### config.mk
export PLATFORM = sky130hd
export DESIGN_NAME = obfuscated_command_decoder
export DESIGN_NICKNAME = d
export VERILOG_FILES = /design/src/hw/rtl/ocd_pkg.sv /design/src/hw/rtl/ocd_collect.sv /design/src/hw/rtl/ocd_decode.sv /design/src/hw/rtl/obfuscated_command_decoder.sv
export VERILOG_INCLUDE_DIRS = /design/src /design/src/hw/rtl
export SDC_FILE = /design/constraint.sdc
export NUM_CORES = 1
export LEC_CHECK = 0
export ABC_CLOCK_PERIOD_IN_PS = 3300
export BUFFER_PORTS_ARGS = -buffer_cell sky130_fd_sc_hd__buf_2
export CORE_MARGIN = 10
export CORE_UTILIZATION = 45
export DETAILED_ROUTE_END_ITERATION = 10
export PLACE_DENSITY = 0.63
export SYNTH_ARGS = -nofsm -noshare
export SYNTH_HDL_FRONTEND = slang
export SYNTH_SLANG_ARGS = --single-unit
export TNS_END_PERCENT = 50
### constraint.sdc
create_clock -name aclk -period 3.3 [get_ports aclk]
set_input_delay 0.165 -clock aclk [delete_from_list [all_inputs] [get_ports aclk]]
set_output_delay 0.165 -clock aclk [all_outputs]
set_load 0.05 [all_outputs]
### src/hw/rtl/assert_macros.svh
// ---------------------------------------------------------------------------
// assert_macros.svh
// Assertion shorthands shared by the command decoder RTL.
// ---------------------------------------------------------------------------
`ifndef ASSERT_MACROS_SVH
`define ASSERT_MACROS_SVH

// property checked every cycle outside reset, on aclk / aresetn
`define OCD_ASSERT(label, prop, msg) \
    label: assert property (@(posedge aclk) disable iff (!aresetn) prop) else $error(msg);

// condition in one cycle implies consequence in the next
`define OCD_ASSERT_NEXT(label, ante, cons, msg) \
    label: assert property (@(posedge aclk) disable iff (!aresetn) (ante) |=> (cons)) \
        else $error(msg);

`endif

### src/hw/rtl/ocd_pkg.sv
// ---------------------------------------------------------------------------
// ocd_pkg
// Types, constants and helper functions of the obfuscated command decoder.
// ---------------------------------------------------------------------------
package ocd_pkg;

    localparam int PKT_BYTES   = 20;
    localparam int CNT_W       = $clog2(PKT_BYTES + 1);
    localparam int MEM_DEPTH   = 16;
    localparam int MEM_AW      = $clog2(MEM_DEPTH);
    localparam int SMALL_BYTES = 5;

    localparam logic [CNT_W-1:0] POS_B0    = CNT_W'(0);
    localparam logic [CNT_W-1:0] POS_B1    = CNT_W'(1);
    localparam logic [CNT_W-1:0] POS_B2    = CNT_W'(2);
    localparam logic [CNT_W-1:0] POS_B3    = CNT_W'(3);
    localparam logic [CNT_W-1:0] POS_B4    = CNT_W'(4);
    localparam logic [CNT_W-1:0] POS_SMALL = CNT_W'(SMALL_BYTES);
    localparam logic [CNT_W-1:0] POS_KEY1  = CNT_W'(16);
    localparam logic [CNT_W-1:0] POS_TAG   = CNT_W'(17);
    localparam logic [CNT_W-1:0] POS_KEY2  = CNT_W'(18);
    localparam logic [CNT_W-1:0] POS_KEY3  = CNT_W'(19);
    localparam logic [CNT_W-1:0] POS_MEM   = CNT_W'(MEM_DEPTH);
    localparam logic [CNT_W-1:0] POS_FULL  = CNT_W'(PKT_BYTES);

    localparam logic [7:0] OP_KEY     = 8'h69;
    localparam logic [7:0] OP_MODE    = 8'h1A;
    localparam logic [7:0] OP_SET_A   = 8'h19;
    localparam logic [7:0] OP_SET_B   = 8'h23;
    localparam logic [7:0] OP_CAM_OFF = 8'h13;
    localparam logic [7:0] OP_CONFIG  = 8'h17;
    localparam logic [7:0] OP_IGNORE  = 8'h12;

    localparam logic [2:0] LEN_ONE  = 3'd1;
    localparam logic [2:0] LEN_TWO  = 3'd2;
    localparam logic [2:0] LEN_FOUR = 3'd4;

    localparam logic [2:0] MODE_REPORT = 3'd7;
    localparam logic [2:0] MODE_CAM_ON = 3'd4;
    localparam logic [2:0] MODE_FLAG   = 3'd2;

    typedef enum logic [2:0] {
        ACT_IGNORE,
        ACT_MODE,
        ACT_REPORT,
        ACT_CAM_OFF,
        ACT_SET_REG,
        ACT_CONFIG,
        ACT_UNKNOWN
    } act_t;

    // bytes of one packet kept at fixed places, plus the index captures
    typedef struct packed {
        logic [7:0] s0;
        logic [7:0] s1;
        logic [7:0] s2;
        logic [7:0] s3;
        logic [7:0] s4;
        logic [7:0] s16;
        logic [7:0] s18;
        logic [7:0] s19;
        logic [7:0] cap_m;
        logic [7:0] cap_c;
        logic [7:0] cap_p;
        logic       has17;
    } pkt_t;

    typedef struct packed {
        logic [CNT_W-1:0] m;
        logic [CNT_W-1:0] c;
        logic [CNT_W-1:0] p;
    } idx_t;

    function automatic logic [3:0] ocd_r2(logic [7:0] b1, logic [7:0] b2,
                                          logic [7:0] b3, logic [7:0] b4);
        return {b1[3], b2[2], b3[1], b4[0]};
    endfunction

    // payload byte positions: r2-1 (clamped at zero), r2, r2+1
    function automatic idx_t ocd_idx(logic [3:0] r2);
        idx_t ix;
        ix.c = CNT_W'(r2);
        ix.m = (r2 == 4'd0) ? '0 : CNT_W'(r2) - CNT_W'(1);
        ix.p = CNT_W'(r2) + CNT_W'(1);
        return ix;
    endfunction

endpackage

### src/hw/rtl/ocd_collect.sv
// ---------------------------------------------------------------------------
// ocd_collect
// Packet byte collector: fixed-place byte registers, index captures, a
// 16-byte store for the opcode nibble lookup and the packet hand-off slot.
// ---------------------------------------------------------------------------
`include "assert_macros.svh"

module ocd_collect (
    input  logic                aclk,
    input  logic                aresetn,
    input  logic                s_valid,
    output logic                s_ready,
    input  logic [7:0]          s_data_byte,
    input  logic                s_last_byte,
    output logic                pkt_valid,
    input  logic                pkt_ready,
    output ocd_pkg::pkt_t       pkt,
    output logic [7:0]          rd_lo,
    output logic [7:0]          rd_hi
);
    import ocd_pkg::*;

    logic [CNT_W-1:0] cnt_reg;
    pkt_t             col_reg;
    pkt_t             col_next;
    pkt_t             pkt_reg;
    logic             pkt_valid_reg;
    logic             pkt_valid_next;
    logic [7:0]       rd_lo_reg;
    logic [7:0]       rd_hi_reg;
    logic [7:0]       mem [MEM_DEPTH];
    logic             acc;
    logic             wr_en;
    idx_t             idx;

    assign s_ready = !pkt_valid_reg || pkt_ready;
    assign acc     = s_valid && s_ready;
    assign wr_en   = acc && (cnt_reg < POS_FULL);

    assign pkt_valid_next = (pkt_valid_reg && !pkt_ready) || (acc && s_last_byte);

    always_comb begin
        idx      = ocd_idx(ocd_r2(col_reg.s1, col_reg.s2, col_reg.s3, col_reg.s4));
        col_next = col_reg;
        if (wr_en) begin
            case (cnt_reg)
                POS_B0:   col_next.s0    = s_data_byte;
                POS_B1:   col_next.s1    = s_data_byte;
                POS_B2:   col_next.s2    = s_data_byte;
                POS_B3:   col_next.s3    = s_data_byte;
                POS_B4:   col_next.s4    = s_data_byte;
                POS_KEY1: col_next.s16   = s_data_byte;
                POS_TAG:  col_next.has17 = 1'b1;
                POS_KEY2: col_next.s18   = s_data_byte;
                POS_KEY3: col_next.s19   = s_data_byte;
                default: begin
                end
            endcase
            // bytes 1..4 are complete from position 5 on
            if (cnt_reg >= POS_SMALL) begin
                if (cnt_reg == idx.m) begin
                    col_next.cap_m = s_data_byte;
                end
                if (cnt_reg == idx.c) begin
                    col_next.cap_c = s_data_byte;
                end
                if (cnt_reg == idx.p) begin
                    col_next.cap_p = s_data_byte;
                end
            end
        end
    end

    always_ff @(posedge aclk) begin
        if (!aresetn) begin
            cnt_reg       <= '0;
            col_reg       <= '0;
            pkt_valid_reg <= 1'b0;
        end else begin
            pkt_valid_reg <= pkt_valid_next;
            if (acc) begin
                if (s_last_byte) begin
                    cnt_reg <= '0;
                    col_reg <= '0;
                end else begin
                    col_reg <= col_next;
                    if (wr_en) begin
                        cnt_reg <= cnt_reg + CNT_W'(1);
                    end
                end
            end
        end
    end

    always_ff @(posedge aclk) begin
        if (acc && s_last_byte) begin
            pkt_reg <= col_next;
        end
    end

    // bytes 0..15 for the nibble lookup; read once, when byte 17 lands
    always_ff @(posedge aclk) begin
        if (wr_en && (cnt_reg < POS_MEM)) begin
            mem[cnt_reg[MEM_AW-1:0]] <= s_data_byte;
        end
        if (wr_en && (cnt_reg == POS_TAG)) begin
            rd_lo_reg <= mem[s_data_byte[3:0]];
            rd_hi_reg <= mem[s_data_byte[7:4]];
        end
    end

    assign pkt_valid = pkt_valid_reg;
    assign pkt       = pkt_reg;
    assign rd_lo     = rd_lo_reg;
    assign rd_hi     = rd_hi_reg;

    `OCD_ASSERT(a_cnt_sat, cnt_reg <= POS_FULL, "byte count past packet size")
    `OCD_ASSERT(a_hold_in, (pkt_valid_reg && !pkt_ready) |-> !s_ready, "beat while slot full")
    `OCD_ASSERT_NEXT(a_clear, acc && s_last_byte, !col_reg.has17 && cnt_reg == '0, "no clear")

endmodule

### src/hw/rtl/ocd_decode.sv
// ---------------------------------------------------------------------------
// ocd_decode
// Opcode and argument decode of a collected packet, device mode and camera
// state, and the result register.
// ---------------------------------------------------------------------------
`include "assert_macros.svh"

module ocd_decode (
    input  logic                aclk,
    input  logic                aresetn,
    input  logic                pkt_valid,
    output logic                pkt_ready,
    input  ocd_pkg::pkt_t       pkt,
    input  logic [7:0]          rd_lo,
    input  logic [7:0]          rd_hi,
    output logic                m_valid,
    input  logic                m_ready,
    output logic [7:0]          m_opcode,
    output logic [7:0]          m_arg_one,
    output logic [7:0]          m_arg_two,
    output logic [7:0]          m_arg_three,
    output logic [2:0]          m_cmd_length,
    output logic [2:0]          m_action,
    output logic [2:0]          m_mode_now,
    output logic                m_camera_flag,
    output logic                m_report_bit
);
    import ocd_pkg::*;

    idx_t       idx;
    logic [7:0] v_m;
    logic [7:0] v_c;
    logic [7:0] v_p;
    logic [7:0] mix_c;
    logic [7:0] op;
    logic [7:0] a1;
    logic [7:0] a2;
    logic [7:0] a3;
    logic [2:0] len;
    act_t       act;
    logic [2:0] mode_next;
    logic       cam_next;
    logic       pkt_fire;

    logic       m_valid_reg;
    logic [2:0] mode_reg;
    logic       cam_reg;
    logic [7:0] opcode_reg;
    logic [7:0] arg_one_reg;
    logic [7:0] arg_two_reg;
    logic [7:0] arg_three_reg;
    logic [2:0] len_reg;
    act_t       act_reg;
    logic       report_reg;

    function automatic logic [7:0] pick(pkt_t p, logic [CNT_W-1:0] ix, logic [7:0] cap);
        logic [7:0] v;
        case (ix)
            POS_B0:  v = p.s0;
            POS_B1:  v = p.s1;
            POS_B2:  v = p.s2;
            POS_B3:  v = p.s3;
            POS_B4:  v = p.s4;
            default: v = cap;
        endcase
        return v;
    endfunction

    assign pkt_ready = !m_valid_reg || m_ready;
    assign pkt_fire  = pkt_valid && pkt_ready;

    always_comb begin
        idx   = ocd_idx(ocd_r2(pkt.s1, pkt.s2, pkt.s3, pkt.s4));
        v_m   = pick(pkt, idx.m, pkt.cap_m);
        v_c   = pick(pkt, idx.c, pkt.cap_c);
        v_p   = pick(pkt, idx.p, pkt.cap_p);
        mix_c = v_c ^ pkt.s16;
        // without byte 17 both nibble picks land on byte 0
        op    = pkt.s0 ^ OP_KEY ^ (pkt.has17 ? (rd_lo ^ rd_hi) : 8'h00);

        a1        = '0;
        a2        = '0;
        a3        = '0;
        len       = LEN_ONE;
        act       = ACT_UNKNOWN;
        mode_next = mode_reg;
        cam_next  = cam_reg;

        case (op)
            OP_MODE: begin
                len = LEN_TWO;
                a1  = {5'b0, mix_c[6:4]};
                if (mix_c[6:4] == MODE_REPORT) begin
                    act = ACT_REPORT;
                end else begin
                    act       = ACT_MODE;
                    mode_next = mix_c[6:4];
                    if (mix_c[6:4] == MODE_CAM_ON) begin
                        cam_next = 1'b1;
                    end
                end
            end
            OP_SET_A, OP_SET_B: begin
                len = LEN_FOUR;
                act = ACT_SET_REG;
                a1  = mix_c;
                a2  = v_m ^ pkt.s19;
                a3  = v_p ^ pkt.s18;
            end
            OP_IGNORE: begin
                act = ACT_IGNORE;
            end
            OP_CAM_OFF: begin
                act      = ACT_CAM_OFF;
                cam_next = 1'b0;
            end
            OP_CONFIG: begin
                act = ACT_CONFIG;
            end
            default: begin
                act = ACT_UNKNOWN;
            end
        endcase
    end

    always_ff @(posedge aclk) begin
        if (!aresetn) begin
            m_valid_reg <= 1'b0;
            mode_reg    <= '0;
            cam_reg     <= 1'b0;
        end else begin
            if (pkt_fire) begin
                m_valid_reg <= 1'b1;
                mode_reg    <= mode_next;
                cam_reg     <= cam_next;
            end else if (m_ready) begin
                m_valid_reg <= 1'b0;
            end
        end
    end

    always_ff @(posedge aclk) begin
        if (pkt_fire) begin
            opcode_reg    <= op;
            arg_one_reg   <= a1;
            arg_two_reg   <= a2;
            arg_three_reg <= a3;
            len_reg       <= len;
            act_reg       <= act;
            report_reg    <= (mode_next > MODE_FLAG);
        end
    end

    assign m_valid       = m_valid_reg;
    assign m_opcode      = opcode_reg;
    assign m_arg_one     = arg_one_reg;
    assign m_arg_two     = arg_two_reg;
    assign m_arg_three   = arg_three_reg;
    assign m_cmd_length  = len_reg;
    assign m_action      = act_reg;
    assign m_mode_now    = mode_reg;
    assign m_camera_flag = cam_reg;
    assign m_report_bit  = report_reg;

    `OCD_ASSERT(a_mode_range, mode_reg != MODE_REPORT, "device mode out of range")
    `OCD_ASSERT(a_mode_op, m_valid_reg && act_reg == ACT_MODE |-> opcode_reg == OP_MODE, "bad mode")
    `OCD_ASSERT_NEXT(a_fire_load, pkt_fire, m_valid_reg, "result not loaded")

endmodule

### src/hw/rtl/obfuscated_command_decoder.sv
// ---------------------------------------------------------------------------
// obfuscated_command_decoder
// Collects a host command packet byte by byte and decodes the hidden command.
// ---------------------------------------------------------------------------
//  channel | dir | handshake         | payload
//  s_      | in  | s_valid / s_ready | s_data_byte, s_last_byte
//  m_      | out | m_valid / m_ready | m_opcode, m_arg_*, m_cmd_length, m_action,
//          |     |                   | m_mode_now, m_camera_flag, m_report_bit
//
// One byte beat per cycle while s_ready is high. A packet's result passes
// from its last beat into the packet slot, then through decode to the result
// register. Synchronous reset clears the byte count, collected bytes, mode
// and camera flag. With m_ready low one result waits in the result register
// and one in the packet slot; only then does s_ready drop.
// ---------------------------------------------------------------------------
module obfuscated_command_decoder (
    input  logic        aclk,
    input  logic        aresetn,
    input  logic        s_valid,
    output logic        s_ready,
    input  logic [7:0]  s_data_byte,
    input  logic        s_last_byte,
    output logic        m_valid,
    input  logic        m_ready,
    output logic [7:0]  m_opcode,
    output logic [7:0]  m_arg_one,
    output logic [7:0]  m_arg_two,
    output logic [7:0]  m_arg_three,
    output logic [2:0]  m_cmd_length,
    output logic [2:0]  m_action,
    output logic [2:0]  m_mode_now,
    output logic        m_camera_flag,
    output logic        m_report_bit
);
    import ocd_pkg::*;

    pkt_t       pkt;
    logic       pkt_valid;
    logic       pkt_ready;
    logic [7:0] rd_lo;
    logic [7:0] rd_hi;

    ocd_collect u_collect (
        .aclk        (aclk),
        .aresetn     (aresetn),
        .s_valid     (s_valid),
        .s_ready     (s_ready),
        .s_data_byte (s_data_byte),
        .s_last_byte (s_last_byte),
        .pkt_valid   (pkt_valid),
        .pkt_ready   (pkt_ready),
        .pkt         (pkt),
        .rd_lo       (rd_lo),
        .rd_hi       (rd_hi)
    );

    ocd_decode u_decode (
        .aclk          (aclk),
        .aresetn       (aresetn),
        .pkt_valid     (pkt_valid),
        .pkt_ready     (pkt_ready),
        .pkt           (pkt),
        .rd_lo         (rd_lo),
        .rd_hi         (rd_hi),
        .m_valid       (m_valid),
        .m_ready       (m_ready),
        .m_opcode      (m_opcode),
        .m_arg_one     (m_arg_one),
        .m_arg_two     (m_arg_two),
        .m_arg_three   (m_arg_three),
        .m_cmd_length  (m_cmd_length),
        .m_action      (m_action),
        .m_mode_now    (m_mode_now),
        .m_camera_flag (m_camera_flag),
        .m_report_bit  (m_report_bit)
    );

endmodule

Word-level counts from Yosys, hierarchy flattened --
Memory sizes are Yosys's and may differ from the RTL's. A register that Yosys moved wholly into a read port is not among the register bits. Cells that the tools add are included.
Cells by class: $add $sub $neg 5, magnitude comparators 4, equality and inequality tests 33, muxes and demuxes 36, bitwise operators 6, reduce and logical (&&, ||, !) cells 24
Operator list (count):
- two-way mux 89 bit | 2
- case mux 8 bit (5 select lines) | 3
- two-way mux 8 bit | 12
- == test 8 x 5 -> 1 bit (second input constant) | 5
- XOR 8 bit | 5
- == test 5 x 2 -> 1 bit (second input constant) | 6
- two-way mux 24 bit | 1
- == test 5 bit (second input constant) | 4
- two-way mux 5 bit | 4
- case mux 8 bit (2 select lines) | 1
- == test 5 x 1 -> 1 bit (second input constant) | 3
- == test 5 x 3 -> 1 bit (second input constant) | 3
- logical NOT 5 bit | 3
- case mux 3 bit (5 select lines) | 1
- adder 4 x 1 -> 5 bit (second input constant) | 2
- == test 5 bit | 2
- less-than comparator 5 bit (second input constant) | 2
- subtractor 4 x 1 -> 5 bit (second input constant) | 2
- == test 4 x 2 -> 1 bit (second input constant) | 2
- == test 8 x 6 -> 1 bit (second input constant) | 1
- logical NOT 4 bit | 2
- logical AND 1 bit | 7
- two-way mux 1 bit | 7
- == test 3 bit (second input constant) | 2
- other kinds (19) | 26
Storage, ports and cells: flip-flop bits (word level) 228, RAM bits 128, input port bits 13, output and inout port bits 45, word-level logic and storage cells 145, memories 1
Memory list:
- u_collect.mem | depth 16, width 8, read ports 2, clocked after Yosys merged registers in 2, write ports 1, line ocd_collect.sv:31 | logic [7:0] mem [MEM_DEPTH];

Logic depth before layout (Yosys ltp) --
depth in word-level cells 8, gate-level depth with buffers 12, depth with buffers taken out 9

Modules after synthesis --
A second synthesis with hierarchy kept.
Second synthesis, totals: cells, all modules 1340, area total of the unflattened synthesis 17768.3 sq um
Modules (own cells, without submodules):
- ocd_collect | times used 1, cells an instance 984, area an instance 14408.8 sq um, sequential area each 8898.5 sq um
- ocd_decode | times used 1, cells an instance 356, area an instance 3359.5 sq um, sequential area each 1271.2 sq um

Worst setup path before layout --
Ideal clock, no wire load.
path kind flip-flop to flip-flop, start point register u_decode.m_valid_reg, in the netlist u_decode.m_valid, end point register u_collect.pkt_reg (netlist bit u_collect.pkt[0]) (enable), library setup time 443 ps, arrival 3291 ps, required time 2857 ps, slack -434 ps, stages on the path, launching flop included 6, buffers on the path 1, clock period less this slack 3734 ps, cells stage by stage dfxtp_1 nand3b_1 and2_1 clkbuf_1 nand2_1 inv_1
On the way: cells in the longest elaborated chain, start to end 5
Ends and longest elaborated chain:
- start: declaration | line ocd_decode.sv:45 | logic m_valid_reg;
- start signal: assignment | line ocd_decode.sv:128 | m_valid_reg <= 1'b0;
- start signal: assignment | line ocd_decode.sv:133 | m_valid_reg <= 1'b1;
- start signal: assignment | line ocd_decode.sv:137 | m_valid_reg <= 1'b0;
- logical NOT 1 bit | line ocd_decode.sv:69 | assign pkt_ready = !m_valid_reg || m_ready;
- logical OR 1 bit | line ocd_decode.sv:69
- logical OR 1 bit | line ocd_collect.sv:36 | assign s_ready = !pkt_valid_reg || pkt_ready;
- via s_ready | line obfuscated_command_decoder.sv:20 | output logic s_ready,
- logical AND 1 bit | line ocd_collect.sv:37 | assign acc = s_valid && s_ready;
- logical AND 1 bit | line ocd_collect.sv:96 | if (acc && s_last_byte) begin
- end signal: assignment | line ocd_collect.sv:97 | pkt_reg <= col_next;
- end: declaration | line ocd_collect.sv:26 | pkt_t pkt_reg;
The timed path passes the listed nets, and every way through them passes these cells. A chain may end at the register's enable or synchronous reset.

Worst setup path after layout --
start point register u_collect.pkt_reg (netlist bit u_collect.pkt[67]), end point register u_decode.arg_two_reg[5], in the netlist u_decode.m_arg_two[5], data pin
On the way: cells in the longest elaborated chain, start to end 5, elaborated cells between the ends (all ways) 10, classes of those cells 1 x add/sub; 4 x eq/ne; 2 x mux; 1 x bitwise; 2 x reduce/logical
Ends and longest elaborated chain:
- subtractor 4 x 1 -> 5 bit or logical NOT 4 bit (tied branches) | line ocd_pkg.sv:83 | ix.m = (r2 == 4'd0) ? '0 : CNT_W'(r2) - CNT_W'(1);
- two-way mux 5 bit * | line ocd_pkg.sv:83
- == test 5 x 3 -> 1 bit, or another cell as far along | line ocd_decode.sv:58 | case (ix)
- case mux 8 bit (5 select lines) * | line ocd_decode.sv:58
- XOR 8 bit * | line ocd_decode.sv:107 | a2 = v_m ^ pkt.s19;
- end signal: assignment | line ocd_decode.sv:146 | arg_two_reg <= a2;
- end: declaration | line ocd_decode.sv:50 | logic [7:0] arg_two_reg;
Mark *: on every way between the ends. The rest lies on a longest branch, timed or not.

==> impl_metrics.env <==
export IMPL_status="completed"
export IMPL_cts_tree="built"
export IMPL_grt_max_degree=90
export IMPL_start_util_pct=45.37
export IMPL_numCtsBuffers=41
export IMPL_cts_resized=0
export IMPL_dpl_cell_count=1701
export IMPL_syn_to_final_growth_pct=13.64
export IMPL_p_per_area_mw_per_mm2=538.5
export IMPL_hold_class="input port to flop"
export IMPL_first_pass_iters=5
export IMPL_die_x_um=214.4
export IMPL_setup_viol=0
export IMPL_peakVddDrop_v=0.0003791
export IMPL_grt_pass1_vias=10370
export IMPL_seqPwrFrac_pct=49.4
export IMPL_synth_mux_area_share_pct=18.10
export IMPL_slew_headroom_pct=32.52
export IMPL_num_rows=71
export IMPL_worst_pin_slew_ps=1012
export IMPL_finalCriticalPeriod_ps=2673
export IMPL_yosysUniqueCellTypes=65
export IMPL_finalMaxSlewViolations=0
export IMPL_drt_initial_drc_count=910
export IMPL_antenna_found_initial=4
export IMPL_placement_io_buffers=57
export IMPL_skew_ps=21.35
export IMPL_wire_per_inst_um=24.40
export IMPL_htreeDepth=2
export IMPL_core_area_mm2=0.03749
export IMPL_fin_nets=1253
export IMPL_clock_latency_ps=550
export IMPL_postCtsSetupRepairBufs=0
export IMPL_preCtsSetupSlack_ps=642.9
export IMPL_path_class="flop to flop"
export IMPL_synth_nets=1202
export IMPL_clk_pin_slew_ps=60
export IMPL_worstSetupEndpointType="flop"
export IMPL_synth_top_family_by_area="multiplexers"
export IMPL_synthSimpleGateAreaFrac_pct=7.798
export IMPL_dp_hpwl_um=28190
export IMPL_required_ps=3590
export IMPL_place_gp_congestion=0.8302
export IMPL_netlist_instances=1183
export IMPL_setup_tns_ps=0
export IMPL_ys_seq_elements=372
export IMPL_ys_warnings_count=0
export IMPL_cts_root_buf="clkbuf_16"
export IMPL_vias_per_cell=5.813
export IMPL_arrival_ps=2960
export IMPL_p_sw_mw=2.346
export IMPL_die_h_um=214.4
export IMPL_p_leak_nw=6.657
export IMPL_gr_total_overflow=0
export IMPL_timing_fmax_mhz=374.1
export IMPL_ant_nets=0
export IMPL_clock_sinks=372
export IMPL_drive_gt1_share_pct=26.09
export IMPL_synth_ff_type="edfxtp_1"
export IMPL_period_share_pct=81.00
export IMPL_vias=10330
export IMPL_fillCellCount=3187
export IMPL_clock_path_buffers=3
export IMPL_combPwrFrac_pct=6.4
export IMPL_hold_ws_ps=59.48
export IMPL_holdBufCountCts=1
export IMPL_wl_um=43370
export IMPL_dieArea_mm2=0.04597
export IMPL_setup_worst_path_start="u_collect.pkt[67]"
export IMPL_internal_power_mw=8.061
export IMPL_reg2reg_from="u_collect.pkt[67]"
export IMPL_crit_path_max_fanout=21
export IMPL_min_from="s_data_byte[4]"
export IMPL_post_layout_nonfiller_instances=1777
export IMPL_boundaryPins=58
export IMPL_finish_utilization_pct=51.56
export IMPL_seq_area_frac_synth_pct=59.80
export IMPL_synthAdderAreaFrac_pct=0.4414
export IMPL_clkPwrFrac_pct=44.1
export IMPL_drcViolationCount=0
export IMPL_largest_register_ffs=128
export IMPL_synthArstFlopShare_pct=0
export IMPL_max_cap_violations=0
export IMPL_netlist_area_mm2=0.01701
export IMPL_rsz0062_at_grt="no"
export IMPL_synth_compound_area_share_pct=8.629
export IMPL_synth_edf_count=272
export IMPL_syn_area_per_cell_um2=14.38
export IMPL_grt_util_all_layers_pct=18.50
export IMPL_critPathLaunchType="flop"
export IMPL_setup_slack_ps=627.1
export IMPL_hold_viol=0
export IMPL_yosys_area_share_xor_xnor_pct=2.523
export IMPL_grt_pass1_wl_um=65760
export IMPL_p_sw_share_pct=22.54
metrics by stage:
step                      total power, mW  area [µm²]
after floorplan                     5.681       17020
after global placement              5.912       17960
after detailed placement            5.918       17960
final                               10.41       19330
after global routing                10.76       19320
after CTS                           10.51       19320
power by group through the flow:
stage | Clock, mW | Combinational (mW) | Sequential, mW
floorplan | 0 | 0.429 | 5.25
finish | 4.59 | 0.671 | 5.14
CTS | 4.69 | 0.678 | 5.14
detailed placement | 0 | 0.676 | 5.24
global placement | 0 | 0.671 | 5.24
global route | 4.89 | 0.722 | 5.15
kinds of logic (layout without fill, tap and decap cells):
family                     count (synthesis)  in the layout
xor gates and xnor gates                  49             49
AOI/OAI and AO/OA                        206            206
other                                      0              1
adders and majority gates                  6              6
muxes                                    190            190
DFF                                      372            372
buffers and inverters                    114            196
and+or+nand+nor                          246            246
worst max-delay path, stage by stage (launching register included):
cell and delay [ps]:
edfxtp_1 690, or2_2 530, nor3_1 590, a222oi_1 230
o21ai_0 140, xnor2_1 170, nor2_1 70
cell usage in the layout (no fill, tap or decap), drive strengths merged, types with 33 or more instances in the layout:
| cell | netlist | routed |
|---|---|---|
| mux4 | 85 | 85 |
| nor2 | 62 | 62 |
| dfxtp | 100 | 100 |
| mux2 | 91 | 91 |
| o21ai | 33 | 33 |
| edfxtp | 272 | 272 |
| clkbuf | 57 | 60 |
| nor2b | 90 | 90 |
| buf | 36 | 100 |
| a22oi | 75 | 75 |
final timing paths:
path,cells past startpoint,slack (ps),to
hold reg to reg,1,480,u_collect.col_reg[20]
setup reg to reg,6,630,u_decode.m_arg_two[5]
hold / removal,1,60,u_collect.mem[9][4]
setup / recovery,6,630,u_decode.m_arg_two[5]
final cells by class:
type                    instances  area [µm²]  share of cell area [%]
repair buffers                101       698.2                   3.612
multi-input cells             697        6381                   33.02
flip-flops and latches        372       10170                   52.64
inverters                      21       82.58                  0.4273
clock inverters                14       171.4                  0.8869
diodes                          1       2.502                 0.01295
well taps                     511       639.4                   3.308
clock buffers                  60        1179                   6.098
Yosys cell counts (3+ instances only):
| cell | number | share of area (%) |
|---|---|---|
| edfxtp_1 | 272 | 48 |
| dfxtp_1 | 100 | 12 |
| nor2b_1 | 90 | 3.3 |
| mux4_2 | 85 | 11 |
| a22oi_1 | 75 | 3.3 |
| mux2_2 | 67 | 4.4 |
| nor2_1 | 61 | 1.3 |
| clkbuf_1 | 57 | 1.3 |
| a21oi_1 | 32 | 0.94 |
| xor2_1 | 29 | 1.5 |
| mux2_1 | 24 | 1.6 |
| buf_2 | 23 | 0.68 |
| nand2_1 | 23 | 0.51 |
| o21ai_0 | 22 | 0.65 |
| xnor2_1 | 20 | 1.0 |
| inv_1 | 18 | 0.40 |
| mux2i_1 | 14 | 0.82 |
| nand3_1 | 14 | 0.41 |
| buf_1 | 12 | 0.26 |
| o21ai_1 | 11 | 0.32 |
| a22o_1 | 9 | 0.46 |
| a32o_1 | 8 | 0.47 |
| and2_1 | 7 | 0.26 |
| and3_1 | 7 | 0.26 |
| nand2b_1 | 7 | 0.26 |
| nor3_1 | 7 | 0.21 |
| a31oi_1 | 6 | 0.22 |
| ha_1 | 6 | 0.44 |
| nor3b_1 | 6 | 0.26 |
| a21o_1 | 4 | 0.18 |
| nand3b_1 | 4 | 0.18 |
| o22ai_1 | 4 | 0.15 |
| or3_1 | 4 | 0.15 |
| a21boi_0 | 3 | 0.13 |
| a222oi_1 | 3 | 0.18 |
| a41oi_1 | 3 | 0.15 |
| inv_2 | 3 | 0.066 |
| o21a_1 | 3 | 0.13 |
| or2_2 | 3 | 0.11 |
| or4_1 | 3 | 0.13 |
per-layer routing:
layer	vias up	GRT usage, %	share of wire (%)
met4	0	5.412	2.4
met2	346	29.33	48
met1	5247	25.33	44
met3	64	3.681	6.3
met5	-	0	0
li1	4672	-	-
(Power assumes the default switching activity.)
